==> src/hw/rtl/jsba_pkg.sv <==
// shared types, constants and key compare for the job sort-by-arrival unit
`timescale 1ns / 1ps

package jsba_pkg;

    localparam int MaxJobsDefault = 16;

    typedef struct packed {
        logic [7:0]  job_id;
        logic [7:0]  arrival_time;
        logic [31:0] burst_time;
        logic        last_job;
    } t_job_in;

    typedef struct packed {
        logic [7:0]  out_job_id;
        logic [7:0]  out_arrival_time;
        logic [31:0] out_burst_time;
        logic        out_last;
        logic        overflowed;
    } t_job_out;

    typedef struct packed {
        logic [7:0]  job_id;
        logic [7:0]  arrival_time;
        logic [31:0] burst_time;
    } t_job_rec;

    // broadcast to every cell of the chain
    typedef struct packed {
        logic     insert;
        logic     shift_out;
        logic     descending;
        t_job_rec new_rec;
    } t_cell_ctrl;

    typedef enum logic {
        ST_LOAD,
        ST_EMIT
    } t_state;

    // true if the new key must sit in front of the stored key
    function automatic logic goes_before(input logic descending,
                                         input logic [7:0] new_key,
                                         input logic [7:0] stored_key);
        goes_before = descending ? (new_key > stored_key) : (new_key < stored_key);
    endfunction

endpackage

==> src/hw/rtl/jsba_cell.sv <==
// one compare-and-shift cell of the sorting chain
`timescale 1ns / 1ps

module jsba_cell (
    input  logic                  i_clk,
    input  logic                  i_rst_n,
    input  jsba_pkg::t_cell_ctrl  i_ctrl,
    input  jsba_pkg::t_job_rec    i_left_rec,
    input  logic                  i_left_valid,
    input  jsba_pkg::t_job_rec    i_right_rec,
    input  logic                  i_right_valid,
    input  logic                  i_found,
    output logic                  o_found,
    output jsba_pkg::t_job_rec    o_rec,
    output logic                  o_valid
);

    jsba_pkg::t_job_rec r_rec;
    logic               r_valid;
    logic               w_hit;

    // an empty cell or a key that the new record beats marks the insert point
    assign w_hit   = !r_valid || jsba_pkg::goes_before(i_ctrl.descending,
                                                       i_ctrl.new_rec.arrival_time,
                                                       r_rec.arrival_time);
    assign o_found = i_found || w_hit;
    assign o_rec   = r_rec;
    assign o_valid = r_valid;

    always_ff @(posedge i_clk) begin
        if (!i_rst_n) begin
            r_valid <= 1'b0;
        end else if (i_ctrl.shift_out) begin
            r_valid <= i_right_valid;
        end else if (i_ctrl.insert) begin
            if (i_found) begin
                r_valid <= i_left_valid;
            end else if (w_hit) begin
                r_valid <= 1'b1;
            end
        end
    end

    always_ff @(posedge i_clk) begin
        if (i_ctrl.shift_out) begin
            r_rec <= i_right_rec;
        end else if (i_ctrl.insert) begin
            if (i_found) begin
                r_rec <= i_left_rec;
            end else if (w_hit) begin
                r_rec <= i_ctrl.new_rec;
            end
        end
    end

endmodule

==> src/hw/rtl/job_sort_by_arrival_unit.sv <==
// top level: batch insertion sort of job records by arrival time
//
//  channel   | ports                            | handshake
//  ----------+----------------------------------+-----------------------------------
//  job in    | start, busy, i_job               | taken when start & !busy
//  result    | o_res_strobe, o_result           | one result per strobe cycle, no stall
//  config    | i_cfg_we, i_cfg_wdata            | written when i_cfg_we
//
// loading takes one record per cycle while busy is low; each record is compared
// against all cells at once and the chain of compare-and-shift cells opens its slot
// in that cycle, unless full. after the last-job transaction, busy stays high while
// the stored records shift out of cell 0, one result per cycle, the final one marked
// out_last. synchronous reset empties the chain (valid bits only), no clearing pass
// needed. the receiver cannot stall, so a batch always drains without a gap.
`timescale 1ns / 1ps

module job_sort_by_arrival_unit #(
    parameter int MAX_JOBS = jsba_pkg::MaxJobsDefault
) (
    input  logic               i_clk,
    input  logic               i_rst_n,
    input  logic               start,
    output logic               busy,
    input  jsba_pkg::t_job_in  i_job,
    input  logic               i_cfg_we,
    input  logic               i_cfg_wdata,
    output logic               o_res_strobe,
    output jsba_pkg::t_job_out o_result
);

    jsba_pkg::t_state     r_state;
    jsba_pkg::t_state     n_state;
    logic                 r_descending;
    logic                 r_drop;
    logic                 w_accept;
    logic                 w_full;
    jsba_pkg::t_cell_ctrl w_ctrl;

    jsba_pkg::t_job_rec   w_rec   [MAX_JOBS];
    logic                 w_valid [MAX_JOBS];
    logic                 w_found [MAX_JOBS+1];

    assign busy     = (r_state == jsba_pkg::ST_EMIT);
    assign w_accept = start && !busy;
    assign w_full   = w_valid[MAX_JOBS-1];

    assign w_ctrl.insert           = w_accept && !w_full;
    assign w_ctrl.shift_out        = busy;
    assign w_ctrl.descending       = r_descending;
    assign w_ctrl.new_rec.job_id       = i_job.job_id;
    assign w_ctrl.new_rec.arrival_time = i_job.arrival_time;
    assign w_ctrl.new_rec.burst_time   = i_job.burst_time;

    assign w_found[0] = 1'b0;

    for (genvar g = 0; g < MAX_JOBS; g++) begin : g_cell
        jsba_pkg::t_job_rec w_left_rec;
        jsba_pkg::t_job_rec w_right_rec;
        logic               w_left_valid;
        logic               w_right_valid;

        if (g == 0) begin : g_first
            assign w_left_rec   = '0;
            assign w_left_valid = 1'b0;
        end else begin : g_mid_l
            assign w_left_rec   = w_rec[g-1];
            assign w_left_valid = w_valid[g-1];
        end

        if (g == MAX_JOBS - 1) begin : g_last
            assign w_right_rec   = '0;
            assign w_right_valid = 1'b0;
        end else begin : g_mid_r
            assign w_right_rec   = w_rec[g+1];
            assign w_right_valid = w_valid[g+1];
        end

        jsba_cell u_cell (
            .i_clk         (i_clk),
            .i_rst_n       (i_rst_n),
            .i_ctrl        (w_ctrl),
            .i_left_rec    (w_left_rec),
            .i_left_valid  (w_left_valid),
            .i_right_rec   (w_right_rec),
            .i_right_valid (w_right_valid),
            .i_found       (w_found[g]),
            .o_found       (w_found[g+1]),
            .o_rec         (w_rec[g]),
            .o_valid       (w_valid[g])
        );
    end

    // chain end carry is only a by-product of the insert search
    logic w_unused_found;
    assign w_unused_found = w_found[MAX_JOBS];

    // results come straight from the head cell
    assign o_res_strobe                = busy && w_valid[0];
    assign o_result.out_job_id         = w_rec[0].job_id;
    assign o_result.out_arrival_time   = w_rec[0].arrival_time;
    assign o_result.out_burst_time     = w_rec[0].burst_time;
    assign o_result.out_last           = !w_valid[1];
    assign o_result.overflowed         = r_drop;

    always_comb begin
        n_state = r_state;
        unique case (r_state)
            jsba_pkg::ST_LOAD: begin
                if (w_accept && i_job.last_job) begin
                    n_state = jsba_pkg::ST_EMIT;
                end
            end
            jsba_pkg::ST_EMIT: begin
                if (!w_valid[1]) begin
                    n_state = jsba_pkg::ST_LOAD;
                end
            end
            default: n_state = jsba_pkg::ST_LOAD;
        endcase
    end

    always_ff @(posedge i_clk) begin
        if (!i_rst_n) begin
            r_state <= jsba_pkg::ST_LOAD;
        end else begin
            r_state <= n_state;
        end
    end

    always_ff @(posedge i_clk) begin
        if (!i_rst_n) begin
            r_drop <= 1'b0;
        end else if (busy && !w_valid[1]) begin
            r_drop <= 1'b0;
        end else if (w_accept && w_full) begin
            r_drop <= 1'b1;
        end
    end

    always_ff @(posedge i_clk) begin
        if (!i_rst_n) begin
            r_descending <= 1'b0;
        end else if (i_cfg_we) begin
            r_descending <= i_cfg_wdata;
        end
    end

endmodule

==> config.mk <==
export PLATFORM = sky130hd
export DESIGN_NAME = job_sort_by_arrival_unit
export DESIGN_NICKNAME = d
export VERILOG_FILES = /design/src/hw/rtl/jsba_pkg.sv /design/src/hw/rtl/jsba_cell.sv /design/src/hw/rtl/job_sort_by_arrival_unit.sv
export SDC_FILE = /design/constraint.sdc
export NUM_CORES = 2
export LEC_CHECK = 0
export ABC_AREA = 1
export BUFFER_PORTS_ARGS = -buffer_cell sky130_fd_sc_hd__buf_2
export CORE_MARGIN = 3
export CORE_UTILIZATION = 30
export DETAILED_ROUTE_END_ITERATION = 10
export SETUP_SLACK_MARGIN = 0.3
export SYNTH_ARGS = -nofsm -noshare
export SYNTH_HDL_FRONTEND = slang
export SYNTH_HIERARCHICAL = 1
export SYNTH_SLANG_ARGS = --single-unit
==> constraint.sdc <==
create_clock -name i_clk -period 13.64 [get_ports i_clk]
set_clock_uncertainty 0.1 [all_clocks]
set_input_delay 2.728 -clock i_clk [delete_from_list [all_inputs] [get_ports i_clk]]
set_output_delay 2.728 -clock i_clk [all_outputs]
set_load 0.005 [all_outputs]
; ---- Yosys cells after proc, flatten, opt, wreduce, memory -nomap -nowiden
; Index checks and enable logic that the tools add are counted.
[op_classes]
order_cmp = 32
muxes = 141
bitwise_logic = 2
n_reduce_logical = 88
[ops]
columns = cell, count
row1 = $mux 48, 61
row2 = $gt 8x8->1, 16
row3 = $lt 8x8->1, 16
row4 = $mux 1, 79
row5 = $reduce_bool 3->1, 14
row6 = $reduce_and 2->1, 16
row7 = $logic_or 1x1->1, 30
row8 = $logic_not 1->1, 17
row9 = $logic_and 1x1->1, 6
row10 = $reduce_bool 2->1, 3
row11 = $reduce_or 2->1, 2
row12 = $not 1->1, 2
row13 = $pmux 1 s2, 1
[word_totals]
out_inout_bits = 52
word_cells = 330
inputBits = 54
regBits = 787

; ---- Logic depth before layout (Yosys ltp)
[depth]
word_depth = 19
depth_mapped = 60
mapped_depth_nobuf = 31

; ---- Hierarchy
; The synthesis kept the hierarchy.
[modules_own_cells]
columns = mod, n_inst, cells_each, seq_area_each_um2, area_per_inst_um2
row1 = jsba_cell, 16, 317, 1461.4, 2711.4
row2 = job_sort_by_arrival_unit, 1, 22, 60.1, 153.9

; ---- Least setup slack after synthesis
; Ideal clock, no wire load.
[synth_timing]
kind = input port to flip-flop
from = input port i_job[40] (netlist name)
to = register g_cell[15].u_cell.r_rec (netlist bit g_cell[15].u_cell/o_rec[0]) (enable)
t_arrival_ns = 14.112
n_path_buf = 29
setup_ns = 0.473
stages = 54
setup_slack_ns = -1.044
required_time_ns = 13.067
path_cell_list = ha_1 > a21o_1 > nor2_2 > nand2_1 > nand2_1 > nand2_1 > or3b_1 > buf_2 > buf_2 > or3b_1 > buf_2 > buf_2 > or3b_1 > buf_2 > buf_2 > or3b_1 > buf_2 > buf_2 > [18 not listed] > or3b_1 > buf_2 > buf_2 > or3b_1 > buf_2 > buf_2 > or3b_1 > buf_2 > buf_2 > or3b_1 > buf_2 > buf_2 > or3b_1 > buf_2 > nor2_2 > nand4_1 > nand2_1 > inv_1
[synth_rtl]
columns = element, line
row1 = "start, declared", job_sort_by_arrival_unit.sv:24  ; input jsba_pkg::t_job_in i_job,
row2 = "end signal, assigned", jsba_cell.sv:46  ; r_rec <= i_right_rec;
row3 = "end signal, assigned", jsba_cell.sv:49  ; r_rec <= i_left_rec;
row4 = "end signal, assigned", jsba_cell.sv:51  ; r_rec <= i_ctrl.new_rec;
row5 = "end, declared", jsba_cell.sv:18  ; jsba_pkg::t_job_rec r_rec;

==> impl_metrics.yaml <==
outcome:
  outcome: "finished clean"
timing:
  fin_tns_setup_ps: 0
  rsz0062_at_grt: "no"
  hold_viol_final: 0
  setup_viol: 0
  period_needed_ps: 11790
  drv_slew: 0
  fin_crit_sh_pct: 86.5
  maxSlewHeadroom_pct: 10.8
  max_slew.worst_pin.slew_ps: 1340
  fin_ws_ps: 1850
  max_freq_mhz: 84.8
place:
  gp_congestion: 0.795
  pre_cts_ws_ps: 1120
  io_buffers: 105
  dpl.cell_count: 6916
  dp_hpwl_um: 88200
logic_synthesis:
  syn_avg_cell_area_um2: 8.55
  syn_inst: 5092
  syn_area_um2: 43500
  yosys_warnings: 6
power:
  irDropWorstVdd_uv: 92.7
  total_power_uw: 7150
  p_int_uw: 5020
  seqPwrFrac_pct: 50.0
  p_sw_uw: 2130
  swShare_pct: 29.8
  power_density_nw_per_um2: 147
  p_leak_uw: 0.0197
  comb_power_share_pct: 17.5
  power_frac_clock_pct: 32.5
floorplanning:
  io_pins: 106
  core_area_um2: 144000
  fp.dieH_um: 387
  die_area_um2: 150000
  die_w_um: 387
  rows: 139
  initial_core_util_pct: 30.3
global_routing:
  grt_pass1_vias: 37782
  grtUsageTotal_pct: 17.1
  grt_overflow: 0
  antenna_found_initial: 13
  grt_pass1_wl_um: 209000
  grt_max_degree: 177
job:
  cap_viol_max_count: 0
clock_tree:
  cts_buffers: 84
  cts_resized: 0
  cts_tree: "done"
  clk_latency_ps: 680
  post_cts_buffers: 0
  cts-root-buf: "clkbuf_16"
  clk_path_buf_depth: 3
  postCtsHoldBufs: 0
  clk_pin_slew_worst_paths_ps: 60
  cts_sinks: 787
  cts_max_level: 3
critical_path:
  critPathTopFamily: "simple AND/OR/NAND/NOR gates"
  required_ps: 13910
  critPathMaxStageDelay_ps: 520
  cp_common_cell: "or3b_2"
  critPathBufInv: 3
  slowest_stage: "or3b_2"
  rr_worst_depth: 28
  arrival_ps: 12060
  startpoint_type: "input port"
  worstPathMaxFanout: 35
  crit_cells: 27
  critPathKind: "input port to register"
  cp-end-kind: "register"
drt:
  drc_errors: 0
  vias: 37233
  dr.pass1.iters: 6
  ant_nets: 0
  initialDrtViolationCount: 3502
  wl_um: 133000
  wl_per_cell_um: 18.8
  via_per_inst: 5.26
finish:
  stdcell_count: 7072
  drive_above_1_share_pct: 7.43
  mostFrequentLayoutCell: "nand2_1"
  nets: 5281
  fillers: 14941
  seq_area_um2: 23400
  fin_util_pct: 33.7
  layout_common_cells: "nand2_1 (1778), nand3_1 (1568), edfxtp_1 (768), inv_1 (212), ha_1 (122)"
  area_growth_syn_to_layout_pct: 11.4
  multi_input_area_um2: 18000
hold_path:
  worstHoldPathCells: 2
  worstHoldPathType: "register to register"
[sequential cells by signal (all words and copies together) (netlist names)]
register,flops
g_cell.u_cell/o_rec,768
g_cell.u_cell/o_valid,16
r_drop,1
busy,1
r_descending,1
[metal layers]
metal  vias to the layer above  track usage [%]  wire length, um
li1                      17387                -                -
met5                         -                0               20
met2                      1301             29.4            64400
met1                     18312             22.9            57700
met3                       231             1.97             7570
met4                         2             4.61             3110
[cell type report]
| type | count | share of cell area (%) |
|---|---|---|
| Clock buffer | 110 | 4.60 |
| Antenna cell | 1 | 0.00516 |
| Clock inverter | 45 | 0.934 |
| Tap cell | 1903 | 4.91 |
| Sequential cell | 787 | 48.3 |
| Multi-Input combinational cell | 3821 | 37.2 |
| Inverter | 229 | 1.78 |
| Timing Repair Buffer | 176 | 2.26 |
[worst reg2reg max path, delay by kind of cell (launching register included)]
kind	cells	cell delay, ps
AOI/OAI and AO/OA	1	150
adders and majority gates	1	210
buffers and inverters	3	880
DFF	1	460
and+or+nand+nor	23	7950
[power groups by stage]
stage | logic [uW] | clock network [uW] | registers [uW]
2_1_floorplan | 894 | 0 | 3490
3_3_place_gp | 1200 | 0 | 3620
3_5_place_dp | 1250 | 0 | 3620
4_1_cts | 1250 | 2380 | 3580
5_1_grt | 1420 | 2460 | 3620
6_report | 1250 | 2320 | 3570
[through the flow]
| step | hold slack (ps) | cell area (um^2) |
|---|---|---|
| after global routing | 400 | 48500 |
| after global placement | 358 | 45800 |
| final | 367 | 48500 |
| after floorplan | 339 | 44200 |
| after CTS | 369 | 48500 |
| after detailed placement | 356 | 45800 |
[final timing paths]
| kind | start | slack [ps] | endpoint |
|---|---|---|---|
| max | i_job[40] | 1850 | g_cell[15].u_cell/o_rec[17]$_DFFE_PP_ |
| min | r_drop$_SDFFE_PP0P_ | 370 | r_drop$_SDFFE_PP0P_ |
| max reg2reg | g_cell[0].u_cell/o_rec[37]$_DFFE_PP_ | 3520 | g_cell[15].u_cell/o_rec[17]$_DFFE_PP_ |
| min reg2reg | r_drop$_SDFFE_PP0P_ | 370 | r_drop$_SDFFE_PP0P_ |
(Power assumes the default switching activity.)
